<file path="src/rtl/core/mgif_pkg.sv">
// shared constants, widths and helper types for the median / gaussian interval filter
// no dependencies; imported by every module of the block

package mgif_pkg;

    // window and sample geometry
    localparam int WINDOW_TAPS  = 11;
    localparam int SAMPLE_WIDTH = 32;

    // fixed field widths
    localparam int FREQ_W   = 32;
    localparam int WEIGHT_W = 16;
    localparam int OUT_W    = 32;
    localparam int CFG_W    = 32;
    localparam int CFG_IDX_W = 3;
    localparam int N_WEIGHTS = 6;
    localparam int DIST_W   = 3;

    // microseconds per second and its width
    localparam int US_W = 20;
    localparam logic [US_W-1:0] US_PER_S = US_W'(1000000);

    // derived datapath widths
    localparam int K_W     = $clog2(WINDOW_TAPS);
    localparam int FILL_W  = $clog2(WINDOW_TAPS + 1);
    localparam int TAPP_W  = SAMPLE_WIDTH + WEIGHT_W;
    localparam int ACC_W   = TAPP_W + $clog2(WINDOW_TAPS);
    localparam int HALF_W  = (ACC_W + 1) / 2;
    localparam int PART_W  = HALF_W + US_W;
    localparam int PROD_W  = ACC_W + US_W;
    localparam int QNUM_W  = PROD_W - WEIGHT_W;
    localparam int DCNT_W  = $clog2(QNUM_W + 1);

    // register indexes of the configuration port
    localparam logic [CFG_IDX_W-1:0] CFG_TICK_FREQ = 3'd0;
    localparam logic [CFG_IDX_W-1:0] CFG_W_CENTER  = 3'd1;
    localparam logic [CFG_IDX_W-1:0] CFG_W_OFF1    = 3'd2;
    localparam logic [CFG_IDX_W-1:0] CFG_W_OFF2    = 3'd3;
    localparam logic [CFG_IDX_W-1:0] CFG_W_OFF3    = 3'd4;
    localparam logic [CFG_IDX_W-1:0] CFG_W_OFF4    = 3'd5;
    localparam logic [CFG_IDX_W-1:0] CFG_W_OFF5    = 3'd6;

    // reset values of the registers
    localparam logic [FREQ_W-1:0]   RST_FREQ      = FREQ_W'(10000000);
    localparam logic [WEIGHT_W-1:0] RST_W_CENTER  = WEIGHT_W'(14294);
    localparam logic [WEIGHT_W-1:0] RST_W_OFF1    = WEIGHT_W'(12319);
    localparam logic [WEIGHT_W-1:0] RST_W_OFF2    = WEIGHT_W'(7884);
    localparam logic [WEIGHT_W-1:0] RST_W_OFF3    = WEIGHT_W'(3748);
    localparam logic [WEIGHT_W-1:0] RST_W_OFF4    = WEIGHT_W'(1323);
    localparam logic [WEIGHT_W-1:0] RST_W_OFF5    = WEIGHT_W'(347);

    typedef logic [SAMPLE_WIDTH-1:0] t_sample;

    // divider status back to the sequencer
    typedef struct packed {
        logic             done;
        logic [OUT_W-1:0] quot;
    } t_div_stat;

    // distance of a window position from the middle, capped at the outer weight
    function automatic logic [DIST_W-1:0] tap_dist(input logic [K_W-1:0] k);
        logic [K_W-1:0] c;
        logic [K_W-1:0] d;
        c = K_W'(WINDOW_TAPS / 2);
        d = (k >= c) ? (k - c) : (c - k);
        if (d > K_W'(N_WEIGHTS - 1)) begin
            d = K_W'(N_WEIGHTS - 1);
        end
        return DIST_W'(d);
    endfunction

endpackage

</file>
<file path="src/rtl/core/median_gaussian_interval_filter.sv">
// top level: median of five into an eleven-cell window, gaussian sum, tick to us conversion
// depends on mgif_pkg, mgif_median, mgif_cell, mgif_div
//
//  channel   direction  handshake                 payload
//  input     in         i_in_valid / o_in_ready   i_sample_a .. i_sample_e
//  output    out        o_out_valid / i_out_ready o_interval_us
//  config    in         i_cfg_we (no wait)        i_cfg_idx, i_cfg_wdata
//
// a beat that leaves the window short of full only shifts it and gives no result
// a beat that gives a result then runs the tap rotation through the cell chain,
// the split multiply by 10^6, the bit-serial divider (start, 56 quotient bits, done)
// and the load of the output register
// the result sits in an output register, so the input side reopens while it waits
// synchronous active-low reset clears control, fill count and registers to defaults

module median_gaussian_interval_filter
    import mgif_pkg::*;
(
    input  logic                    i_clk,
    input  logic                    i_rst_n,

    input  logic                    i_in_valid,
    output logic                    o_in_ready,
    input  logic [SAMPLE_WIDTH-1:0] i_sample_a,
    input  logic [SAMPLE_WIDTH-1:0] i_sample_b,
    input  logic [SAMPLE_WIDTH-1:0] i_sample_c,
    input  logic [SAMPLE_WIDTH-1:0] i_sample_d,
    input  logic [SAMPLE_WIDTH-1:0] i_sample_e,

    output logic                    o_out_valid,
    input  logic                    i_out_ready,
    output logic [OUT_W-1:0]        o_interval_us,

    input  logic                    i_cfg_we,
    input  logic [CFG_IDX_W-1:0]    i_cfg_idx,
    input  logic [CFG_W-1:0]        i_cfg_wdata
);

    typedef enum logic [6:0] {
        ST_IDLE   = 7'b0000001,
        ST_MAC    = 7'b0000010,
        ST_MUL_LO = 7'b0000100,
        ST_MUL_HI = 7'b0001000,
        ST_DIV_GO = 7'b0010000,
        ST_DIV    = 7'b0100000,
        ST_OUT    = 7'b1000000
    } t_state;

    t_state r_state;
    t_state n_state;

    // configuration registers
    logic [FREQ_W-1:0]   r_freq;
    logic [WEIGHT_W-1:0] r_weight [N_WEIGHTS];

    // control and datapath registers
    logic [FILL_W-1:0]   r_fill;
    logic [K_W-1:0]      r_tap;
    logic [ACC_W-1:0]    r_acc;
    logic [PROD_W-1:0]   r_prod;
    logic                r_out_valid;
    logic [OUT_W-1:0]    r_out_data;

    logic                w_in_beat;
    logic                w_shift;
    logic                w_last_tap;
    logic                w_out_load;
    t_sample             w_samp [5];
    t_sample             w_med;
    t_sample             w_cell_in  [WINDOW_TAPS];
    t_sample             w_cell_out [WINDOW_TAPS];
    logic [TAPP_W-1:0]   w_tap_prod;
    logic [HALF_W-1:0]   w_mul_sel;
    logic [PART_W-1:0]   w_part;
    t_div_stat           w_div;

    // ---------------------------------------------------------------- config
    always_ff @(posedge i_clk) begin
        if (!i_rst_n) begin
            r_freq      <= RST_FREQ;
            r_weight[0] <= RST_W_CENTER;
            r_weight[1] <= RST_W_OFF1;
            r_weight[2] <= RST_W_OFF2;
            r_weight[3] <= RST_W_OFF3;
            r_weight[4] <= RST_W_OFF4;
            r_weight[5] <= RST_W_OFF5;
        end else if (i_cfg_we) begin
            unique case (i_cfg_idx)
                CFG_TICK_FREQ: r_freq      <= i_cfg_wdata[FREQ_W-1:0];
                CFG_W_CENTER:  r_weight[0] <= i_cfg_wdata[WEIGHT_W-1:0];
                CFG_W_OFF1:    r_weight[1] <= i_cfg_wdata[WEIGHT_W-1:0];
                CFG_W_OFF2:    r_weight[2] <= i_cfg_wdata[WEIGHT_W-1:0];
                CFG_W_OFF3:    r_weight[3] <= i_cfg_wdata[WEIGHT_W-1:0];
                CFG_W_OFF4:    r_weight[4] <= i_cfg_wdata[WEIGHT_W-1:0];
                CFG_W_OFF5:    r_weight[5] <= i_cfg_wdata[WEIGHT_W-1:0];
                default: begin
                    // unused index, write dropped
                end
            endcase
        end
    end

    // ---------------------------------------------------------------- median
    assign w_samp[0] = i_sample_a;
    assign w_samp[1] = i_sample_b;
    assign w_samp[2] = i_sample_c;
    assign w_samp[3] = i_sample_d;
    assign w_samp[4] = i_sample_e;

    mgif_median u_median (
        .i_samp (w_samp),
        .o_med  (w_med)
    );

    // ---------------------------------------------------------------- window chain
    // cell 0 holds the oldest median; a new median enters at the far end,
    // and during the sum the chain rotates so each entry passes cell 0 once
    assign o_in_ready = (r_state == ST_IDLE);
    assign w_in_beat  = i_in_valid && o_in_ready;
    assign w_shift    = w_in_beat || (r_state == ST_MAC);

    always_comb begin
        for (int i = 0; i < WINDOW_TAPS - 1; i++) begin
            w_cell_in[i] = w_cell_out[i + 1];
        end
        w_cell_in[WINDOW_TAPS-1] = (r_state == ST_MAC) ? w_cell_out[0] : w_med;
    end

    for (genvar g = 0; g < WINDOW_TAPS; g++) begin : g_cell
        mgif_cell u_cell (
            .i_clk   (i_clk),
            .i_shift (w_shift),
            .i_data  (w_cell_in[g]),
            .o_data  (w_cell_out[g])
        );
    end

    // ---------------------------------------------------------------- arithmetic
    assign w_tap_prod = w_cell_out[0] * r_weight[tap_dist(r_tap)];
    assign w_last_tap = (r_tap == K_W'(WINDOW_TAPS - 1));

    // times 10^6 in two halves of the accumulator
    assign w_mul_sel = (r_state == ST_MUL_HI) ? HALF_W'(r_acc[ACC_W-1:HALF_W])
                                              : r_acc[HALF_W-1:0];
    assign w_part    = w_mul_sel * US_PER_S;

    always_ff @(posedge i_clk) begin
        unique case (r_state)
            ST_IDLE: begin
                r_acc <= '0;
                r_tap <= '0;
            end
            ST_MAC: begin
                r_acc <= r_acc + ACC_W'(w_tap_prod);
                r_tap <= r_tap + K_W'(1);
            end
            ST_MUL_LO: r_prod <= PROD_W'(w_part);
            ST_MUL_HI: r_prod <= r_prod + (PROD_W'(w_part) << HALF_W);
            ST_DIV_GO, ST_DIV, ST_OUT: begin
                // hold
            end
        endcase
    end

    // dividing by freq * 2^16 is the same as dropping 16 bits, then dividing by freq
    mgif_div u_div (
        .i_clk   (i_clk),
        .i_rst_n (i_rst_n),
        .i_start (r_state == ST_DIV_GO),
        .i_num   (r_prod[PROD_W-1:WEIGHT_W]),
        .i_den   (r_freq),
        .o_stat  (w_div)
    );

    // ---------------------------------------------------------------- sequencer
    assign w_out_load = (r_state == ST_OUT) && (!r_out_valid || i_out_ready);

    always_comb begin
        n_state = r_state;
        unique case (r_state)
            ST_IDLE: begin
                if (w_in_beat && (r_fill >= FILL_W'(WINDOW_TAPS - 1))) begin
                    n_state = ST_MAC;
                end
            end
            ST_MAC: begin
                if (w_last_tap) begin
                    n_state = ST_MUL_LO;
                end
            end
            ST_MUL_LO: n_state = ST_MUL_HI;
            ST_MUL_HI: n_state = ST_DIV_GO;
            ST_DIV_GO: n_state = ST_DIV;
            ST_DIV: begin
                if (w_div.done) begin
                    n_state = ST_OUT;
                end
            end
            ST_OUT: begin
                if (w_out_load) begin
                    n_state = ST_IDLE;
                end
            end
        endcase
    end

    always_ff @(posedge i_clk) begin
        if (!i_rst_n) begin
            r_state     <= ST_IDLE;
            r_fill      <= '0;
            r_out_valid <= 1'b0;
        end else begin
            r_state <= n_state;
            if (w_in_beat && (r_fill < FILL_W'(WINDOW_TAPS))) begin
                r_fill <= r_fill + FILL_W'(1);
            end
            if (w_out_load) begin
                r_out_valid <= 1'b1;
            end else if (i_out_ready) begin
                r_out_valid <= 1'b0;
            end
        end
    end

    // output register, loaded from the divider's held quotient
    always_ff @(posedge i_clk) begin
        if (w_out_load) begin
            r_out_data <= w_div.quot;
        end
    end

    assign o_out_valid   = r_out_valid;
    assign o_interval_us = r_out_data;

endmodule

</file>
<file path="src/rtl/core/mgif_median.sv">
// median of five samples by rank counting, ties broken by lane order
// depends on mgif_pkg

module mgif_median
    import mgif_pkg::*;
(
    input  t_sample i_samp [5],
    output t_sample o_med
);

    logic [2:0] w_rank [5];

    always_comb begin
        for (int i = 0; i < 5; i++) begin
            w_rank[i] = 3'd0;
            for (int j = 0; j < 5; j++) begin
                if (j != i) begin
                    w_rank[i] = w_rank[i] + 3'((i_samp[j] < i_samp[i]) ||
                                               ((j < i) && (i_samp[j] == i_samp[i])));
                end
            end
        end
    end

    // ranks form a permutation, so exactly one lane has rank two
    always_comb begin
        o_med = '0;
        for (int i = 0; i < 5; i++) begin
            if (w_rank[i] == 3'd2) begin
                o_med = o_med | i_samp[i];
            end
        end
    end

endmodule

</file>
<file path="src/rtl/core/mgif_cell.sv">
// one window cell: holds a median and passes it to its neighbor on shift
// depends on mgif_pkg

module mgif_cell
    import mgif_pkg::*;
(
    input  logic    i_clk,
    input  logic    i_shift,
    input  t_sample i_data,
    output t_sample o_data
);

    t_sample r_data;

    always_ff @(posedge i_clk) begin
        if (i_shift) begin
            r_data <= i_data;
        end
    end

    assign o_data = r_data;

endmodule

</file>
<file path="src/rtl/core/mgif_div.sv">
// restoring divider, one quotient bit per cycle, saturates to the output width
// depends on mgif_pkg

module mgif_div
    import mgif_pkg::*;
(
    input  logic              i_clk,
    input  logic              i_rst_n,
    input  logic              i_start,
    input  logic [QNUM_W-1:0] i_num,
    input  logic [FREQ_W-1:0] i_den,
    output t_div_stat         o_stat
);

    logic              r_busy;
    logic              r_done;
    logic [DCNT_W-1:0] r_cnt;
    logic [QNUM_W-1:0] r_num;
    logic [FREQ_W-1:0] r_rem;
    logic [OUT_W-1:0]  r_quo;
    logic              r_sat;

    logic [FREQ_W:0]   w_trial;
    logic              w_fit;
    logic [FREQ_W:0]   w_diff;

    assign w_trial = {r_rem, r_num[QNUM_W-1]};
    assign w_fit   = (w_trial >= {1'b0, i_den});
    assign w_diff  = w_trial - {1'b0, i_den};

    always_ff @(posedge i_clk) begin
        if (!i_rst_n) begin
            r_busy <= 1'b0;
            r_done <= 1'b0;
            r_cnt  <= '0;
        end else begin
            r_done <= r_busy && (r_cnt == DCNT_W'(1));
            if (i_start) begin
                r_busy <= 1'b1;
                r_cnt  <= DCNT_W'(QNUM_W);
            end else if (r_busy) begin
                r_cnt <= r_cnt - DCNT_W'(1);
                if (r_cnt == DCNT_W'(1)) begin
                    r_busy <= 1'b0;
                end
            end
        end
    end

    always_ff @(posedge i_clk) begin
        if (i_start) begin
            r_num <= i_num;
            r_rem <= '0;
            r_quo <= '0;
            r_sat <= 1'b0;
        end else if (r_busy) begin
            r_num <= {r_num[QNUM_W-2:0], 1'b0};
            r_rem <= w_fit ? w_diff[FREQ_W-1:0] : w_trial[FREQ_W-1:0];
            r_quo <= {r_quo[OUT_W-2:0], w_fit};
            // a bit pushed past the top means the quotient does not fit
            r_sat <= r_sat | r_quo[OUT_W-1];
        end
    end

    assign o_stat.done = r_done;
    assign o_stat.quot = r_sat ? '1 : r_quo;

endmodule

</file>
<file path="config.mk">
export PLATFORM = sky130hd
export DESIGN_NAME = median_gaussian_interval_filter
export DESIGN_NICKNAME = d
export VERILOG_FILES = /design/src/rtl/core/mgif_pkg.sv /design/src/rtl/core/median_gaussian_interval_filter.sv /design/src/rtl/core/mgif_median.sv /design/src/rtl/core/mgif_cell.sv /design/src/rtl/core/mgif_div.sv
export SDC_FILE = /design/constraint.sdc
export NUM_CORES = 2
export LEC_CHECK = 0
export ABC_CLOCK_PERIOD_IN_PS = 12200
export BUFFER_PORTS_ARGS = -buffer_cell sky130_fd_sc_hd__buf_2
export CAP_MARGIN = 10
export CORE_MARGIN = 2
export CORE_UTILIZATION = 64
export CTS_CLUSTER_DIAMETER = 120
export DETAILED_ROUTE_END_ITERATION = 8
export PLACE_DENSITY = 0.82
export SETUP_SLACK_MARGIN = 0.05
export SLEW_MARGIN = 0
export SYNTH_ARGS = -nofsm -noshare
export SYNTH_HDL_FRONTEND = slang
export SYNTH_SLANG_ARGS = --single-unit
</file>
<file path="constraint.sdc">
create_clock -name i_clk -period 12.2 [get_ports i_clk]
set_clock_uncertainty 0.2 [all_clocks]
set_input_delay 1.22 -clock i_clk [delete_from_list [all_inputs] [get_ports i_clk]]
set_output_delay 1.22 -clock i_clk [all_outputs]
set_load 0.005 [all_outputs]
</file>
After elaboration in Yosys (flattened, before gate mapping). Memories as Yosys holds them, arrays and structs flattened. Index checks and enable logic that the tools add are counted.

Output and inout bits: 34. Memory bits (read-only): 0. Bits in latches: 0. Memories kept: 1. RAM bits: 96. Bits in registers: 685.

Memory list: r_weight (depth 6, width 16, rd ports 1, clocked after memory_dff 0, write ports 6, line median_gaussian_interval_filter.sv:54) `logic [WEIGHT_W-1:0] r_weight [N_WEIGHTS];`.

Shift-type cells: 0. $mul: 2. Bitwise operators: 12. Equality and inequality tests: 34. Divide/modulo/power cells: 0. $add $sub $neg: 23. Reductions and logical operators: 26. Muxes and demuxes: 58. Order comparisons: 25.

Operator list (number): $lt A32 B32 Y1 (20); $eq A32 B32 Y1 (10); $mux W32 (7); $pmux W72 S2 (1); $or A32 B32 Y32 (4); $mux W56 (2); $pmux W52 S2 (1); $mux W16 (6); $add A72 B72 Y72 (1); $add A52 B48 Y52 (1); $pmux W7 S7 (1); $mul A32 B16 Y48 (1); $mul A26 B14 Y40 const B (1); $ge A33 B32 Y1 (1); $sub A32 B32 Y32 (1); $mux W1 (30); $mux W7 (4); $add A3 B1 Y3 (9); $mux W26 (1); $eq A3 B2 Y1 const B (7); $logic_or A1 B1 Y1 (12); $mux W6 (2); $add A1 B1 Y2 (5); $eq A3 B3 Y1 const B (3); 33 further kinds (49).

Depth between registers and ports, before layout.
Depth in word-level cells: 15. Gate-level depth with buffers: 42. Depth with buffers taken out: 41.

Cells and area by module. A second synthesis with hierarchy kept.

Cell total of the unflattened synthesis: 6159. Area total of the unflattened synthesis: 64307.9 um2.

By module, submodules not included: median_gaussian_interval_filter (cells an instance 3983, instances 1, area each 38012.7 um2); mgif_cell (cells an instance 32, instances 11, area each 960.9 um2); mgif_median (cells an instance 1067, instances 1, area each 8316.7 um2); mgif_div (cells an instance 757, instances 1, area each 7408.4 um2).

Least setup slack after synthesis. No wires, ideal clock.

Kind: flip-flop to flip-flop. Start point: register r_state[2]. End point: register g_cell[0].u_cell.r_data[0], enable pin. Data required time: 9.425 ns. Period minus slack after synthesis: 9.998 ns. Library setup time: 2.575 ns. Data arrival time: 7.224 ns. Slack: 2.202 ns. Path buffers: 3. Stages on the path, launching flop included: 8. Cell sequence: dfxtp_1 -> nor3_1 -> and2_1 -> nand3b_1 -> clkbuf_1 -> clkbuf_1 -> buf_1 -> nand2_1.

Word-level cells in the longest chain between the ends: 3. Elaborated cells on any way between the ends: 4. Those cells by class: 2 x eq/ne; 2 x reduce/logical.

RTL lines: start, declared (line median_gaussian_interval_filter.sv:49) `t_state r_state;`; start signal, assigned (line median_gaussian_interval_filter.sv:213) `r_state <= n_state;`; $eq A7 B1 Y1 (line median_gaussian_interval_filter.sv:118) `assign o_in_ready = (r_state == ST_IDLE);`; $logic_and A1 B1 Y1 (line median_gaussian_interval_filter.sv:119) `assign w_in_beat = i_in_valid && o_in_ready;`; $logic_or A1 B1 Y1 * (line median_gaussian_interval_filter.sv:120) `assign w_shift = w_in_beat || (r_state == ST_MAC);`; net g_cell[0].u_cell.i_shift (line mgif_cell.sv:8) `input logic i_shift,`; end signal, assigned (line mgif_cell.sv:17) `r_data <= i_data;`; end, declared (line mgif_cell.sv:13) `t_sample r_data;`.

The timed path passes the listed nets; every way through them passes the cells marked *. A chain may end at the register's enable or synchronous reset.

Worst setup path in the final report.
Start point: register r_tap[1]. End point: register r_acc[46], data pin.

Word-level cells in the longest chain between the ends: 8. Elaborated cells on any way between the ends: 10. Those cells by class: 3 x add/sub; 1 x mul; 2 x order compare; 3 x mux; 1 x memory.

RTL lines: start, declared (line median_gaussian_interval_filter.sv:58) `logic [K_W-1:0] r_tap;`; start signal, assigned (line median_gaussian_interval_filter.sv:155) `r_tap <= r_tap + K_W'(1);`; $sub A3 B4 Y4, or another cell as far along (line mgif_pkg.sv:65) `d = (k >= c) ? (k - c) : (c - k);`; $mux W4 * (line mgif_pkg.sv:65); $gt A4 B3 Y1 (line mgif_pkg.sv:66) `if (d > K_W'(N_WEIGHTS - 1)) begin`; $mux W3 * (line mgif_pkg.sv:66); $mem_v2 Z6 W16 *; $mul A32 B16 Y48 * (line median_gaussian_interval_filter.sv:139) `assign w_tap_prod = w_cell_out[0] * r_weight[tap_dist(r_tap)];`; $add A52 B48 Y52 * (line median_gaussian_interval_filter.sv:154) `r_acc <= r_acc + ACC_W'(w_tap_prod);`; $pmux W52 S2 * (line median_gaussian_interval_filter.sv:148) `unique case (r_state)`; end signal, assigned (line median_gaussian_interval_filter.sv:154); end, declared (line median_gaussian_interval_filter.sv:59) `logic [ACC_W-1:0] r_acc;`.

Mark *: on every way between the ends. The rest lies on a longest branch, timed or not.

==> out/qor.csv <==
stage,metric,value,unit
critical_path,CP dominant cell by count,sky130_fd_sc_hd__fa_1,
timing,final hold vios,0,
clock_network,insertion delay to the later sink of the worst-skew pair,0.69,ns
timing,Relative slew margins,19.3,%
yosys,sequential cell area fraction in the yosys report,34.3,%
route,Detail Route met3 WL,14500,um
floorplanning,Die W,319,um
critical_path,worst setup path class,reg -> reg,
critical_path,data arrival time of the worst path,11.01,ns
placement,final weighted congestion in routability-driven placement,1.03,
route,DRC marker count from the first detailed-route iteration,4324,
critical_path,"Largest stage delay, worst path",0.98,ns
timing,minimum clock period,10.83,ns
critical_path,number of buffer and inverter stages on the critical path,7,
final_layout,number of nets in the layout,7701,
yosys,Yosys warnings,0,
critical_path,crit path launch type,flip-flop,
clock_network,clock transition at the registers of the reported paths,0.06,ns
placement,Port Buffer Count,233,
route,ANT nets after route,0,
placement,post-detail-place hpwl,122000,um
route,routed vias,45944,
clock_network,buffers inserted by post-CTS timing repair,0,
critical_path,CP max FO,32,
yosys,synthesized instance count,6094,
yosys,mean post-synth cell area,10.4,sq um
clock_network,number of CTS-inserted buffers,79,
min_path,Hold Path Depth,0,
final_layout,post-route cell area,68600,sq um
route,sum of routed wire segments on met1,64300,um
critical_path,worst r2r path cells,34,
route,met2 wire length,77700,um
route,DR top layer,met5,
yosys,Area contributors post-synth,"sky130_fd_sc_hd__edfxtp_1, sky130_fd_sc_hd__fa_1, sky130_fd_sc_hd__ha_1",
clock_network,CTS root buf,sky130_fd_sc_hd__clkbuf_16,
critical_path,kind of cell adding the most delay to the critical path,adder cells,
critical_path,number of cells on the critical path,34,
route,detailed-route wire length,164000,um
critical_path,crit path max-delay cell type,sky130_fd_sc_hd__mux4_2,
global_route,global-route wire length before repair,259000,um
yosys,Post-synth top cells,"sky130_fd_sc_hd__inv_1, sky130_fd_sc_hd__nand2_1, sky130_fd_sc_hd__ha_1",
final_layout,layout-stage area growth over the synthesis result,7.86,%
floorplanning,die outline height,319,um
yosys,most repeated cell in the gate-level netlist after synthesis,sky130_fd_sc_hd__inv_1,
critical_path,worst reg2reg setup slack,1.37,ns
placement,"worst slack, placed",1.53,ns
yosys,proportion of register bits with asynchronous set or reset after synthesis,0,%
clock_network,post-CTS sizing,0,
timing,setup repair after global routing missed its margin,false,
global_route,number of antenna violations at the first check in global routing,22,
global_route,largest net degree at the start of global routing,97,
yosys,post-synth top area cell,sky130_fd_sc_hd__edfxtp_1,
global_route,total global routing overflow,0,
floorplanning,Initial Util,64.6,%
final_layout,fill cell total of the finished layout,7243,
yosys,combined area of all synthesized cells,63600,sq um
timing,highest clock frequency the design can meet,92.3,MHz
clock_network,TritonCTS clock tree,built,
outcome,result of the run,"finished, final reports clean",
floorplanning,I/O pin count,234,
clock_network,number of hold-repair buffers added at the cts stage,0,
floorplanning,number of placement rows,115,
min_path,Tightest Hold Check Type,reg -> reg,
floorplanning,area of the placeable core,98400,sq um
timing,post-route worst setup slack,1.37,ns
clock_network,CTS H-tree lvls,3,
route,router iterations before antenna repair,9,
flow_run,number of max-capacitance violations reported,0,
timing,final max-slew violation count,0,
timing,setup_tns,0,ns
route,post-route DRC violation count,0,
route,average wire per cell in the routed design,21.6,um
timing,final setup fails,0,
floorplanning,Total Die Area,102000,sq um
route,detailed-route vias per instance,6.03,
final_layout,share of final-layout standard cells stronger than drive strength 1,8.62,%
critical_path,Critical Path End Type,flip-flop,
yosys,dominant register cell in the synthesized netlist,sky130_fd_sc_hd__edfxtp_1,
timing,fin crit share,88.8,%
yosys,count of distinct cell types in the synthesized netlist,79,
yosys,post-synth top area share,30.6,%
global_route,overall global routing resource usage,32.5,%
global_route,vias in the first global route,47470,
timing,Least-Margin Pin Slew,1.21,ns
placement,Placed Area,65900,sq um
clock_network,number of buffers on the longest clock path,3,
yosys,number of enable-type register cells in the synthesized netlist,648,
critical_path,required time of the critical path,12.38,ns
clock_network,number of clock sinks,765,
yosys,post-synthesis sequential element count,765,
yosys,"Net Count, Synth",7545,
routing by layer:
layer  GRT usage [%]  up-vias
met1            42.2    22409
li1                -    20868
met3            6.48      494
met4            13.9        8
met2            53.2     2165
met5               0        -
registers in the layout, indices dropped and copies added, names as in the netlist:
| name | flops |
|---|---|
| r_fill | 4 |
| u_div.r_rem | 32 |
| u_div.r_cnt | 6 |
| g_cell.u_cell.o_data | 352 |
| o_interval_us | 32 |
| r_acc | 52 |
| r_freq | 32 |
| r_tap | 4 |
| o_out_valid | 1 |
| u_div.r_busy | 1 |
| u_div.r_quo | 32 |
| r_prod | 56 |
| u_div.r_done | 1 |
| u_div.r_num | 56 |
| r_weight | 96 |
| r_state | 7 |
| u_div.r_sat | 1 |
logic make-up after synthesis:
group / after synthesis / synth area share, %
muxes: 116 / 2.27
and+or+nand+nor: 1701 / 13.0
AOI/OAI and AO/OA: 960 / 9.98
xor gates and xnor gates: 143 / 1.97
DFF: 765 / 34.3
buffers and inverters: 1158 / 7.09
adders and majority gates: 1251 / 31.4
worst register-to-register path: cells and delay by family, from the launching register on:
family          cells  cell delay, ns
mux                 1            0.98
compound gates     12            3.17
simple gates        5            0.87
flops               1            0.50
fa+ha+maj           8            3.65
buf+inv             7            1.03
xor+xnor            1            0.13
metrics by stage:
step | std cells | utilization, % | hold WS [ns]
after floorplan | 6094 | - | 0.200
after global placement | 7456 | 67.0 | 0.201
after detailed placement | 7456 | 67.0 | 0.205
after CTS | 7599 | 69.6 | 0.166
after global routing | 7614 | 69.7 | 0.172
final | 7618 | 69.7 | 0.169
cell usage in the layout (no fill, tap or decap), types with 116 or more instances in the layout:
cell,n
sky130_fd_sc_hd__fa_1,578
sky130_fd_sc_hd__inv_1,947
sky130_fd_sc_hd__dfxtp_1,116
sky130_fd_sc_hd__nand2_1,680
sky130_fd_sc_hd__buf_2,233
sky130_fd_sc_hd__a21oi_1,234
sky130_fd_sc_hd__o21ai_0,157
sky130_fd_sc_hd__a21o_1,176
sky130_fd_sc_hd__ha_1,673
sky130_fd_sc_hd__and2_1,289
sky130_fd_sc_hd__nor2_1,267
sky130_fd_sc_hd__edfxtp_1,648
final timing paths:
| check | to | start |
|---|---|---|
| setup / recovery | r_acc[46]$_SDFFCE_PN0P_ | r_tap[1]$_SDFFCE_PN0P_ |
| hold / removal | g_cell[7].u_cell.o_data[22]$_DFFE_PP_ | g_cell[8].u_cell.o_data[22]$_DFFE_PP_ |
| setup reg to reg | r_acc[46]$_SDFFCE_PN0P_ | r_tap[1]$_SDFFCE_PN0P_ |
| hold reg to reg | g_cell[7].u_cell.o_data[22]$_DFFE_PP_ | g_cell[8].u_cell.o_data[22]$_DFFE_PP_ |
final cells by class:
class                           instances  area (sq um)  share of cell area (%)
Multi-Input combinational cell       4171         37400                    54.5
Sequential cell                       765         21800                    31.8
Inverter                              947          3550                    5.18
Clock buffer                           93          2080                    3.03
Tap cell                             1287          1610                    2.35
Timing Repair Buffer                  286          1560                    2.28
Clock inverter                         50           563                   0.821
Antenna cell                           19          47.5                  0.0693
Power is not shown: default switching activity piles up to over one toggle a cycle in this logic, so the estimate is an artifact.
